===== src/lsfw_pkg.sv =====
// Shared types and constants of the LCD serial frame writer.
// Used by the interfaces, the controller, the datapath and the top level.
package lsfw_pkg;

  localparam int OP_W    = 3;
  localparam int VALUE_W = 16;
  localparam int ROW_W   = 3;
  localparam int COL_W   = 4;
  localparam int BYTE_W  = 8;
  localparam int NDIG_MAX = 5;

  localparam logic [OP_W-1:0] OP_CMD   = 3'd0;
  localparam logic [OP_W-1:0] OP_DATA  = 3'd1;
  localparam logic [OP_W-1:0] OP_CURS  = 3'd2;
  localparam logic [OP_W-1:0] OP_NUM4  = 3'd3;
  localparam logic [OP_W-1:0] OP_NUM5  = 3'd4;

  localparam logic [BYTE_W-1:0] SYNC_CMD  = 8'hF8;
  localparam logic [BYTE_W-1:0] SYNC_DATA = 8'hFA;
  localparam logic [BYTE_W-1:0] NIB_MASK  = 8'hF0;
  localparam logic [BYTE_W-1:0] ASCII_0   = 8'h30;

  localparam logic [ROW_W-1:0] ROW_1 = 3'd1;
  localparam logic [ROW_W-1:0] ROW_2 = 3'd2;
  localparam logic [ROW_W-1:0] ROW_3 = 3'd3;
  localparam logic [ROW_W-1:0] ROW_4 = 3'd4;

  localparam logic [BYTE_W-1:0] ROW1_BASE = 8'h80;
  localparam logic [BYTE_W-1:0] ROW2_BASE = 8'h90;
  localparam logic [BYTE_W-1:0] ROW3_BASE = 8'h88;
  localparam logic [BYTE_W-1:0] ROW4_BASE = 8'h98;

  // x / 10 == (x * DIV10_MUL) >> DIV10_SHIFT for every 16-bit x
  localparam logic [16:0] DIV10_MUL   = 17'd52429;
  localparam int          DIV10_SHIFT = 19;

  typedef enum logic [1:0] {
    ST_IDLE = 2'b01,
    ST_EMIT = 2'b10
  } lsfw_state_t;

  typedef struct packed {
    logic load;       // capture the request, start digit conversion
    logic conv_step;  // run one divide-by-ten step
    logic advance;    // current byte taken, move to the next
  } lsfw_cmd_t;

  typedef struct packed {
    logic in_op_ok;   // incoming op is a known code
    logic conv_busy;  // digits still being produced
    logic byte_ok;    // current byte can be shown
    logic byte_last;  // current byte ends the request
  } lsfw_stat_t;

endpackage


===== src/lsfw_if.sv =====
// Valid/ready channel interfaces of the LCD serial frame writer.
// Depends on lsfw_pkg for field widths.
interface lsfw_in_if import lsfw_pkg::*; ();
  logic               valid;
  logic               ready;
  logic [OP_W-1:0]    op;
  logic [VALUE_W-1:0] value;
  logic [ROW_W-1:0]   row;
  logic [COL_W-1:0]   col;

  modport source (output valid, op, value, row, col, input ready);
  modport sink   (input valid, op, value, row, col, output ready);
endinterface

interface lsfw_out_if import lsfw_pkg::*; ();
  logic              valid;
  logic              ready;
  logic [BYTE_W-1:0] serial_byte;
  logic              last;

  modport source (output valid, serial_byte, last, input ready);
  modport sink   (input valid, serial_byte, last, output ready);
endinterface


===== src/lcd_serial_frame_writer.sv =====
// LCD serial frame writer top level: one request in, 3, 15 or 18 bytes out.
// Latency: first byte is offered the cycle after a request is taken.
// Throughput: one byte per cycle while out is ready and no digit is still being
// converted, so the first digit may wait; a new request is taken only from idle.
// Reset: rst_n synchronous, active low; returns to idle, drops any request.
// Depends on lsfw_pkg, lsfw_if, lsfw_ctrl and lsfw_dp.
module lcd_serial_frame_writer import lsfw_pkg::*; (
  input logic        clk,
  input logic        rst_n,
  lsfw_in_if.sink    in_req,
  lsfw_out_if.source out_rsp
);

  // Command and status between the sequencer and the datapath
  lsfw_cmd_t  cmd;
  lsfw_stat_t stat;
  logic       in_ready;
  logic       out_valid;

  // Hold each request until its last byte is taken; take the next only
  // from idle. Unknown op codes are taken and dropped with no output.
  lsfw_ctrl u_ctrl (
    .clk       (clk),
    .rst_n     (rst_n),
    .in_valid  (in_req.valid),
    .in_ready  (in_ready),
    .out_valid (out_valid),
    .out_ready (out_rsp.ready),
    .stat      (stat),
    .cmd       (cmd)
  );

  // Capture the request, convert numbers to ASCII digits one per cycle
  // while the cursor frame goes out, then frame every byte as sync,
  // high nibble, low nibble.
  lsfw_dp u_dp (
    .clk             (clk),
    .rst_n           (rst_n),
    .in_op           (in_req.op),
    .in_value        (in_req.value),
    .in_row          (in_req.row),
    .in_col          (in_req.col),
    .out_serial_byte (out_rsp.serial_byte),
    .out_last        (out_rsp.last),
    .cmd             (cmd),
    .stat            (stat)
  );

  assign in_req.ready  = in_ready;
  assign out_rsp.valid = out_valid;

endmodule


===== src/lsfw_ctrl.sv =====
// Controller state machine of the LCD serial frame writer.
// Depends on lsfw_pkg; drives commands to lsfw_dp from its status.
module lsfw_ctrl import lsfw_pkg::*; (
  input  logic       clk,
  input  logic       rst_n,
  input  logic       in_valid,
  output logic       in_ready,
  output logic       out_valid,
  input  logic       out_ready,
  input  lsfw_stat_t stat,
  output lsfw_cmd_t  cmd
);

  lsfw_state_t state_r, state_nxt;

  always_comb begin
    in_ready      = (state_r == ST_IDLE);
    out_valid     = (state_r == ST_EMIT) && stat.byte_ok;
    cmd.load      = in_ready && in_valid && stat.in_op_ok;
    cmd.conv_step = (state_r == ST_EMIT) && stat.conv_busy;
    cmd.advance   = out_valid && out_ready;
    state_nxt     = state_r;
    case (state_r)
      ST_IDLE: begin
        // unknown ops are taken and dropped
        if (cmd.load) state_nxt = ST_EMIT;
      end
      ST_EMIT: begin
        if (cmd.advance && stat.byte_last) state_nxt = ST_IDLE;
      end
      default: state_nxt = ST_IDLE;
    endcase
  end

  always_ff @(posedge clk) begin
    if (!rst_n) begin
      state_r <= ST_IDLE;
    end else begin
      state_r <= state_nxt;
    end
  end

endmodule


===== src/lsfw_dp.sv =====
// Datapath of the LCD serial frame writer: held request, decimal digit
// unit, digit store and byte selection. Depends on lsfw_pkg.
module lsfw_dp import lsfw_pkg::*; (
  input  logic               clk,
  input  logic               rst_n,
  input  logic [OP_W-1:0]    in_op,
  input  logic [VALUE_W-1:0] in_value,
  input  logic [ROW_W-1:0]   in_row,
  input  logic [COL_W-1:0]   in_col,
  output logic [BYTE_W-1:0]  out_serial_byte,
  output logic               out_last,
  input  lsfw_cmd_t          cmd,
  output lsfw_stat_t         stat
);

  logic [OP_W-1:0]    op_r;
  logic [VALUE_W-1:0] value_r;
  logic [ROW_W-1:0]   row_r;
  logic [COL_W-1:0]   col_r;
  logic [VALUE_W-1:0] work_r, work_nxt;
  logic [2:0]         conv_cnt_r;
  logic [2:0]         frame_r;
  logic [1:0]         phase_r;
  logic [BYTE_W-1:0]  digit_store_r [NDIG_MAX];

  logic [2:0]         ndig;
  logic [2:0]         nframes;
  logic [2:0]         dig_idx;
  logic [32:0]        prod;
  logic [VALUE_W-1:0] q10;
  logic [3:0]         rem;
  logic [BYTE_W-1:0]  dig_char;
  logic [BYTE_W-1:0]  cursor;
  logic [BYTE_W-1:0]  frame_byte;
  logic               frame0_cmd;

  always_comb begin
    case (op_r)
      OP_NUM4: begin ndig = 3'd4; nframes = 3'd5; end
      OP_NUM5: begin ndig = 3'd5; nframes = 3'd6; end
      default: begin ndig = 3'd0; nframes = 3'd1; end
    endcase
  end

  // Divide-by-ten step: digits come out lowest first
  assign prod     = work_r * DIV10_MUL;
  assign work_nxt = VALUE_W'(prod[32:DIV10_SHIFT]);
  assign q10      = (work_nxt << 3) + (work_nxt << 1);
  assign rem      = 4'(work_r - q10);
  assign dig_idx  = ndig - 3'd1 - conv_cnt_r;
  // the leading digit is whatever quotient remains, unclamped
  assign dig_char = (dig_idx == 3'd0) ? ASCII_0 + work_r[BYTE_W-1:0]
                                      : ASCII_0 + {4'd0, rem};

  always_comb begin
    case (row_r)
      ROW_1:   cursor = ROW1_BASE + {4'd0, col_r};
      ROW_2:   cursor = ROW2_BASE + {4'd0, col_r};
      ROW_3:   cursor = ROW3_BASE + {4'd0, col_r};
      ROW_4:   cursor = ROW4_BASE + {4'd0, col_r};
      default: cursor = '0;
    endcase
  end

  always_comb begin
    frame0_cmd = (op_r != OP_DATA);
    if (frame_r == 3'd0) begin
      frame_byte = (op_r == OP_CMD || op_r == OP_DATA) ? value_r[BYTE_W-1:0] : cursor;
    end else begin
      frame_byte = digit_store_r[frame_r - 3'd1];
    end
    case (phase_r)
      2'd0:    out_serial_byte = (frame_r == 3'd0 && frame0_cmd) ? SYNC_CMD : SYNC_DATA;
      2'd1:    out_serial_byte = frame_byte & NIB_MASK;
      default: out_serial_byte = {frame_byte[3:0], 4'd0};
    endcase
  end

  always_comb begin
    stat.in_op_ok  = (in_op <= OP_NUM5);
    stat.conv_busy = (conv_cnt_r != ndig);
    stat.byte_ok   = (frame_r == 3'd0) || !stat.conv_busy;
    stat.byte_last = (phase_r == 2'd2) && (frame_r == nframes - 3'd1);
  end
  assign out_last = stat.byte_last;

  always_ff @(posedge clk) begin
    if (!rst_n) begin
      op_r    <= '0;
      value_r <= '0;
      row_r   <= '0;
      col_r   <= '0;
      work_r  <= '0;
    end else if (cmd.load) begin
      op_r    <= in_op;
      value_r <= in_value;
      row_r   <= in_row;
      col_r   <= in_col;
      work_r  <= in_value;
    end else if (cmd.conv_step) begin
      digit_store_r[dig_idx] <= dig_char;
      work_r                 <= work_nxt;
    end
  end

  always_ff @(posedge clk) begin
    if (!rst_n) begin
      conv_cnt_r <= '0;
      frame_r    <= '0;
      phase_r    <= '0;
    end else if (cmd.load) begin
      conv_cnt_r <= '0;
      frame_r    <= '0;
      phase_r    <= '0;
    end else begin
      if (cmd.conv_step) conv_cnt_r <= conv_cnt_r + 3'd1;
      if (cmd.advance) begin
        if (phase_r == 2'd2) begin
          phase_r <= '0;
          frame_r <= frame_r + 3'd1;
        end else begin
          phase_r <= phase_r + 2'd1;
        end
      end
    end
  end

endmodule


===== src/flat_wrapper.sv =====
// flat-port wrapper written by rule: the top's interface ports become plain ports
module lcd_serial_frame_writer_flat import lsfw_pkg::*;
  (clk, rst_n, in_req_valid, in_req_op, in_req_value, in_req_row, in_req_col, in_req_ready, out_rsp_valid, out_rsp_serial_byte, out_rsp_last, out_rsp_ready);
  lsfw_in_if in_req_i ();
  lsfw_out_if out_rsp_i ();
  input logic clk;
  input logic rst_n;
  input wire logic [$bits(in_req_i.valid)-1:0] in_req_valid;
  input wire logic [$bits(in_req_i.op)-1:0] in_req_op;
  input wire logic [$bits(in_req_i.value)-1:0] in_req_value;
  input wire logic [$bits(in_req_i.row)-1:0] in_req_row;
  input wire logic [$bits(in_req_i.col)-1:0] in_req_col;
  output wire logic [$bits(in_req_i.ready)-1:0] in_req_ready;
  output wire logic [$bits(out_rsp_i.valid)-1:0] out_rsp_valid;
  output wire logic [$bits(out_rsp_i.serial_byte)-1:0] out_rsp_serial_byte;
  output wire logic [$bits(out_rsp_i.last)-1:0] out_rsp_last;
  input wire logic [$bits(out_rsp_i.ready)-1:0] out_rsp_ready;
  assign in_req_i.valid = in_req_valid;
  assign in_req_i.op = in_req_op;
  assign in_req_i.value = in_req_value;
  assign in_req_i.row = in_req_row;
  assign in_req_i.col = in_req_col;
  assign in_req_ready = in_req_i.ready;
  assign out_rsp_valid = out_rsp_i.valid;
  assign out_rsp_serial_byte = out_rsp_i.serial_byte;
  assign out_rsp_last = out_rsp_i.last;
  assign out_rsp_i.ready = out_rsp_ready;
  lcd_serial_frame_writer u_core (.clk(clk), .rst_n(rst_n), .in_req(in_req_i), .out_rsp(out_rsp_i));
endmodule

===== config.mk =====
export PLATFORM = sky130hd
export DESIGN_NAME = lcd_serial_frame_writer_flat
export DESIGN_NICKNAME = d
export VERILOG_FILES = /design/src/lsfw_pkg.sv /design/src/lsfw_if.sv /design/src/lcd_serial_frame_writer.sv /design/src/lsfw_ctrl.sv /design/src/lsfw_dp.sv /design/src/flat_wrapper.sv
export SDC_FILE = /design/constraint.sdc
export NUM_CORES = 1
export LEC_CHECK = 0
export ABC_AREA = 1
export BUFFER_PORTS_ARGS = -buffer_cell sky130_fd_sc_hd__buf_2
export CORE_MARGIN = 4
export CORE_UTILIZATION = 48
export DETAILED_ROUTE_END_ITERATION = 16
export HOLD_SLACK_MARGIN = 0.06
export SETUP_SLACK_MARGIN = 0.3
export SLEW_MARGIN = 20
export SYNTH_ARGS = -nofsm -noshare
export SYNTH_HDL_FRONTEND = slang
export SYNTH_SLANG_ARGS = --single-unit

===== constraint.sdc =====
create_clock -name clk -period 12.7 [get_ports clk]
set_input_delay 0.635 -clock clk [delete_from_list [all_inputs] [get_ports clk]]
set_output_delay 0.635 -clock clk [all_outputs]
set_load 0.02 [all_outputs]

==> results of run 1 <==
## cell usage in the layout, fill, tap and decap left out, types with 9 or more instances in the layout
master | netlist | final
nand3_1 | 53 | 53
edfxtp_1 | 40 | 40
nor3_1 | 11 | 11
fa_1 | 80 | 80
ha_1 | 142 | 142
a21oi_1 | 61 | 61
nand2_1 | 208 | 208
nor2_1 | 88 | 88
o21ai_0 | 58 | 58
buf_2 | 2 | 38
dfxtp_1 | 44 | 44
inv_1 | 276 | 276
clkbuf_16 | 0 | 9
a21oi_2 | 10 | 10
## routing by layer
metal | up-vias | routed length (um)
met3 | 19 | 1510
met1 | 3490 | 12000
met4 | 0 | 248
li1 | 3724 | -
met5 | - | 0
met2 | 187 | 10000
## registers in the layout, indices dropped and copies added (netlist names)
register / cells
u_core.u_ctrl.state_r: 2
u_core.u_dp.col_r: 4
u_core.u_dp.conv_cnt_r: 3
u_core.u_dp.digit_store_r: 40
u_core.u_dp.frame_r: 3
u_core.u_dp.op_r: 3
u_core.u_dp.phase_r: 2
u_core.u_dp.row_r: 3
u_core.u_dp.value_r: 8
u_core.u_dp.work_r: 16
## area by class of cell
class | instances | area [sq um]
fill | 1835 | 8850
multi-input combinational | 781 | 6030
sequential | 84 | 2080
inverter | 281 | 1060
tap | 260 | 325
clock buffer | 9 | 225
timing repair buffer | 40 | 205
clock inverter | 7 | 57.6
## metrics by stage
| stage | hold slack, ns | instance area (sq um) | utilization |
|---|---|---|---|
| 2_1_floorplan | 0.419 | 9280 | - |
| 3_3_place_gp | 0.463 | 9700 | 0.515 |
| 3_5_place_dp | 0.458 | 9700 | 0.515 |
| 4_1_cts | 0.471 | 9980 | 0.530 |
| 5_1_grt | 0.478 | 9980 | 0.530 |
| 6_report | 0.470 | 9980 | 0.530 |
## how the worst max path moves through the flow
stage,from,endpoint,cells past startpoint
after floorplan,u_core.u_dp.work_r[4]$_SDFFE_PN0P_,u_core.u_dp.digit_store_r[0][3]$_DFFE_PP_,24
after global placement,u_core.u_dp.work_r[4]$_SDFFE_PN0P_,u_core.u_dp.digit_store_r[1][3]$_DFFE_PP_,24
after detailed placement,u_core.u_dp.work_r[4]$_SDFFE_PN0P_,u_core.u_dp.digit_store_r[1][3]$_DFFE_PP_,24
after CTS,u_core.u_dp.work_r[4]$_SDFFE_PN0P_,u_core.u_dp.digit_store_r[1][3]$_DFFE_PP_,24
after global routing,u_core.u_dp.work_r[4]$_SDFFE_PN0P_,u_core.u_dp.digit_store_r[0][3]$_DFFE_PP_,27
final,u_core.u_dp.work_r[4]$_SDFFE_PN0P_,u_core.u_dp.digit_store_r[1][3]$_DFFE_PP_,24
## logic make-up (layout without fill, tap and decap cells)
| logic type | count (synthesis) | after routing |
|---|---|---|
| other cells | 1 | 2 |
| simple gates | 386 | 386 |
| compound gates | 158 | 158 |
| fa+ha+maj | 222 | 222 |
| flops | 84 | 84 |
| buf+inv | 300 | 337 |
| xor+xnor | 13 | 13 |
## synth_stat cells, drive strengths merged, types with 6 or more instances
master	n
buf	8
nand2	215
nor3	11
clkbuf	11
a21oi	71
o21ai	60
nand3	54
ha	142
dfxtp	44
fa	80
nor2	89
nand3b	6
xor2	9
inv	280
edfxtp	40
o22ai	7
## tightest hold or removal path, cell delays in order (launching register included)
cell and delay, ns:
dfxtp_1 0.32, nand2_1 0.06, nand2_1 0.04
## power groups by stage
stage	clock network (uW)	registers, uW	logic, uW
after floorplan	0	338	490
after global placement	0	343	644
after detailed placement	0	344	653
after CTS	260	338	660
after global routing	272	339	768
final	255	338	654
==> impl_metrics.tcl, run 1 <==
set metrics [dict create \
    combPwrFrac 0.524 \
    drive_gt1_frac 0.0707 \
    grt_busiest_layer "met1" \
    antenna_found_initial 0 \
    nNetsFinal 1449 \
    yosys.area.top_type_share 0.191 \
    drc 0 \
    synth-edff-count 40 \
    synthAdderAreaFrac 0.364 \
    yosys.area_share.xor_xnor 0.0139 \
    gp_congestion 0.940 \
    synth_cell_types 48 \
    avgSynthCellArea_sq_um 7.97 \
    critPathLaunchType "flip-flop" \
    synth_area_leaders "ha_1 (19%), fa_1 (17%), edfxtp_1 (13%)" \
    power.share.sequential 0.271 \
    place_inst 1446 \
    power_density_nw_per_um2 125 \
    cp.required_ns 12.78 \
    initial_core_util 0.493 \
    grt_usage 0.229 \
    yosys-mux-area-fraction 0 \
    ios 41 \
    hold_start "u_core.u_dp.value_r[3]$_SDFFE_PN0P_" \
    synth_seq_cells 84 \
    fp.dieW_um 147 \
    setup_viol 0 \
    hold_class "flip-flop to flip-flop" \
    switching_share 0.442 \
    p_int_uw 695 \
    crit_chain "inv_1, ha_1, fa_1, inv_1, fa_1, fa_1, inv_1, fa_1, inv_1, fa_1, inv_1, ha_1, a21oi_1, inv_1, nor2_1, nand4_1, and2_1, ha_1, xnor2_1, nand3_1, nand2_1, nand2_1, nand3_1, nand2_1" \
    tritoncts "built" \
    r2r-end "u_core.u_dp.digit_store_r[1][3]$_DFFE_PP_" \
    synth_top_family_by_area "adder cells" \
    num_vias 7420 \
    power.total_uw 1250 \
    crit_type "flip-flop to flip-flop" \
    ant_nets 0 \
    finalCritPeriodShare 0.475 \
    postCtsHoldBufs 0 \
    grt_pass1_vias 7413 \
    status "finished, final reports clean" \
    coreArea_sq_um 18800 \
    met1_usage 0.347 \
    num_antenna_cells 0 \
    dp_slack_ns 6.72 \
    clock_skew_ns 0.00909 \
    min_to "u_core.u_dp.value_r[3]$_SDFFE_PN0P_" \
    crit_top_cell "inv_1" \
    grt_overflow 0 \
    p_leak_uw 0.00529 \
    hold_viol 0 \
    netlist_instances 1164 \
    synthSimpleGateAreaFrac 0.174 \
    maxCapViolCount 0 \
    area_growth_pct 7.59 \
    die_h_um 147 \
    grt_max_degree 35 \
    worstSetupEndpointType "flip-flop" \
    synth-seq-area-share 0.224 \
    use_met3 0.0512 \
    cts.sinks 84 \
    setup_tns_ns 0 \
    rows 50 \
    rrSetupSlack_ns 6.67 \
    setup_slack_ns 6.67 \
    ff2ff_path_depth 24 \
    synth_compound_area_frac 0.0971 \
    use_met2 0.343 \
    fin_cells 1462 \
    dieArea_sq_um 21600 \
    rr_startpoint "u_core.u_dp.work_r[4]$_SDFFE_PN0P_" \
    switchingPower_uw 551 \
    clockBufferDepth 2 \
    cts_setup_buffers 0 \
    crit_buf_inv 6 \
    clk-insertion-delay-late_ns 0.34 \
    cts_max_level 3 \
    drtIter0Drc 501 \
    hold_depth 2 \
    layout_min_cycle_time_ns 6.03 \
    numCtsBuffers 9 \
    routedWlPerCell_um 16.2 \
    drtPass1Iterations 5 \
    worst_path_max_delay_cell "dfxtp_1" \
    cp_slowest_stage_delay_ns 0.56 \
    hpwl_um 20100 \
    ir_drop_mv 0.0851 \
    cp_max_fo 10 \
    vias_per_cell 5.08 \
    synth_warnings 0 \
    rsz0062_at_grt "no" \
    clk_pin_slew_ns 0.07 \
    cts_root_buf "clkbuf_16" \
    slew_viol_final 0 \
    critical_path_arrival_ns 6.11 \
    synth_flop_cell "dfxtp_1" \
    yosysTopAreaCell "ha_1" \
    synthArstFlopShare 0 \
    grt_pass1_wl_um 39000 \
    critPathTopFamily "adder cells" \
    wl_um 23700 \
    ctsResizeCount 0 \
    worstMarginPinSlew_ns 1.11 \
    port_buffers 38 \
    relSlewSlack 0.255 \
    max_freq_ghz 0.166 \
    clockPowerShare 0.204 \
    synthesis.area_sq_um 9280 \
]
No activity file was read; power rests on OpenSTA's default activity.
==> run 2, diff against run 1 <==
Settings changed: ABC_AREA 1 to 0, PLACE_DENSITY set to 0.67.
Clock period 12.7 ns to 5.3 ns, I/O delays scaled along.
==> impl_metrics.tcl, run 2 <==
set metrics [dict create \
    grt_overflow 0 \
    yosys.area.top_type_share 0.203 \
    hold_class "input port to flip-flop" \
    critPathLaunchType "flip-flop" \
    reg.largest.list "u_core.u_dp.digit_store_r: 40 flops, u_core.u_dp.work_r: 16 flops, u_core.u_dp.value_r: 8 flops" \
    grt_pass1_wl_um 36100 \
    synth_area_leaders "ha_1 (20%), fa_1 (18%), edfxtp_1 (14%)" \
    synth_cell_types 58 \
    p_int_uw 2760 \
    nNetsFinal 1325 \
    avgSynthCellArea_sq_um 9.66 \
    status "finished with violations" \
    cts_root_buf "clkbuf_16" \
    fp.dieW_um 143 \
    place_area_sq_um 10200 \
    drive_gt1_frac 0.318 \
    coreArea_sq_um 18000 \
    antenna_found_initial 0 \
    final_common_cell "inv_1" \
    hold_viol 0 \
    slew_viol_final 0 \
    initial_core_util 0.487 \
    critical_path_arrival_ns 6.17 \
    p_leak_uw 0.00532 \
    power_density_nw_per_um2 403 \
    max_freq_ghz 0.164 \
    worstSetupEndpointType "flip-flop" \
    cp-endpoint "u_core.u_dp.digit_store_r[0][3]$_DFFE_PP_" \
    clockPowerShare 0.154 \
    post-route-util 0.633 \
    drc 0 \
    violations "negative setup slack" \
    yosysMostFrequentCell "inv_1" \
    synthesis.area_sq_um 8740 \
    synth_warnings 0 \
    synth_flop_cell "dfxtp_1" \
    drtPass1Iterations 4 \
    routedWlPerCell_um 17.5 \
    area_growth_pct 30.1 \
    layout_min_cycle_time_ns 6.09 \
    switchingPower_uw 1820 \
    cp.required_ns 5.37 \
    cts.sinks 84 \
    numCtsBuffers 9 \
    setup_viol 20 \
    cts_max_level 3 \
    num_vias 6878 \
    finalCritPeriodShare 1.15 \
    setup_slack_ns -0.793 \
    final_area_sq_um 11400 \
    gp_congestion 0.945 \
    cp_max_fo 5 \
    fillers 1360 \
    clock_skew_ns 0.0160 \
    grt_max_degree 33 \
    ff2ff_path_depth 24 \
    ir_drop_mv 0.298 \
    crit_type "flip-flop to flip-flop" \
    rrSetupSlack_ns -0.79 \
    worstMarginPinSlew_ns 0.811 \
    hpwl_um 18300 \
    rows 49 \
    clk_pin_slew_ns 0.07 \
    final_cell_mix "inv_1 (175), buf_4 (122), ha_1 (109)" \
    num_antenna_cells 0 \
    tritoncts "built" \
    netlist_instances 905 \
    switching_share 0.397 \
    wl_um 22800 \
    drtIter0Drc 412 \
    synth-seq-area-share 0.238 \
    maxCapViolCount 0 \
    port_buffers 38 \
    largest-register "u_core.u_dp.digit_store_r" \
    cp-startpoint "u_core.u_dp.work_r[2]$_SDFFE_PN0P_" \
    setup_tns_ns -7.07 \
    ant_nets 0 \
    ios 41 \
    vias_per_cell 5.26 \
    grt_pass1_vias 6995 \
    clk-insertion-delay-late_ns 0.34 \
    r2r-end "u_core.u_dp.digit_store_r[0][3]$_DFFE_PP_" \
    postCtsHoldBufs 0 \
    grt_usage 0.226 \
    die_h_um 143 \
    yosysTopAreaCell "ha_1" \
    rr_startpoint "u_core.u_dp.work_r[2]$_SDFFE_PN0P_" \
    rsz0062_at_grt "yes" \
    relSlewSlack 0.459 \
    synth_seq_cells 84 \
    power.share.sequential 0.182 \
    clockBufferDepth 2 \
    largest_reg_flops 40 \
    synth-edff-count 40 \
    dieArea_sq_um 20400 \
    synthArstFlopShare 0 \
    combPwrFrac 0.664 \
    ys_top_cells_by_count "inv_1 (199), ha_1 (142), fa_1 (80)" \
]
==> run 2: metrics by stage <==
stage | instances | power, uW | worst slack [ns] | hold WS, ns
final | 1307 | 4580 | -0.793 | 0.170
after global placement | 1263 | 3130 | -0.723 | 0.447
after CTS | 1294 | 4280 | -0.798 | 0.159
after floorplan | 906 | 2320 | -0.424 | 0.391
after detailed placement | 1263 | 3160 | -0.793 | 0.455
after global routing | 1307 | 4920 | -0.915 | 0.178
==> run 2: logic make-up after synthesis <==
group | count (synthesis) | share of synthesized area
AND/OR/NAND/NOR | 178 | 0.0963
AO/OA/AOI/OAI | 150 | 0.116
flip-flops | 84 | 0.238
adder cells (fa/ha/maj) | 222 | 0.386
multiplexers | 18 | 0.0331
XOR/XNOR | 29 | 0.0322
buffers and inverters | 223 | 0.0975
other | 1 | 0.000429
==> run 2: area by class of cell <==
cell class / count / area (sq um) / share of cell area
clock buffers: 9 / 225 / 0.0198
clock inverters: 7 / 101 / 0.00891
inverters: 199 / 757 / 0.0665
multi-input cells: 599 / 6520 / 0.573
flip-flops and latches: 84 / 2140 / 0.188
well taps: 229 / 287 / 0.0252
repair buffers: 180 / 1350 / 0.119
==> run 2: critical path, stage by stage, from the launching register on <==
cell	delay [ns]
dfxtp_4	0.37
ha_4	0.27
inv_2	0.04
fa_1	0.52
inv_2	0.05
fa_1	0.53
fa_1	0.46
fa_1	0.50
inv_1	0.05
fa_1	0.50
inv_2	0.05
ha_4	0.21
and3_4	0.16
a31oi_4	0.19
a21oi_1	0.08
o21a_1	0.20
a211oi_2	0.21
xnor2_2	0.18
ha_1	0.29
nand2_1	0.07
nand2_1	0.05
or3_4	0.40
a211oi_4	0.25
a21oi_4	0.06
xnor2_2	0.17
==> run 2: routing by layer <==
metal	share of wire	wire length [um]	GRT usage	up-vias
met5	0	0	0	-
met4	0.024	558	0.0590	0
met3	0.048	1100	0.0285	37
met2	0.46	10600	0.358	181
met1	0.46	10600	0.331	3321
li1	-	-	-	3339
==> run 2: timing repair <==
item,in CTS,in global routing
pin swaps,38,38
endpoints found under the setup margin,28,28
cloned,0,0
gates resized for setup,61,52
setup buffers,15,13
==> run 2: how the worst min path moves through the flow <==
stage | start | end | depth (start not counted)
2_1_floorplan | in_req_value[14] | u_core.u_dp.work_r[14]$_SDFFE_PN0P_ | 2
3_3_place_gp | u_core.u_dp.value_r[4]$_SDFFE_PN0P_ | u_core.u_dp.value_r[4]$_SDFFE_PN0P_ | 2
6_report | in_req_row[2] | u_core.u_dp.row_r[2]$_SDFFE_PN0P_ | 3
3_5_place_dp | u_core.u_dp.value_r[4]$_SDFFE_PN0P_ | u_core.u_dp.value_r[4]$_SDFFE_PN0P_ | 2
4_1_cts | in_req_row[2] | u_core.u_dp.row_r[2]$_SDFFE_PN0P_ | 3
5_1_grt | in_req_col[1] | u_core.u_dp.col_r[1]$_SDFFE_PN0P_ | 3
==> run 2: power groups by stage <==
stage | Combinational [uW] | Sequential, uW | Clock [uW]
after global placement | 2280 | 845 | 0
final | 3040 | 833 | 707
after floorplan | 1470 | 847 | 0
after detailed placement | 2310 | 847 | 0
after global routing | 3350 | 835 | 741
after CTS | 2730 | 832 | 710
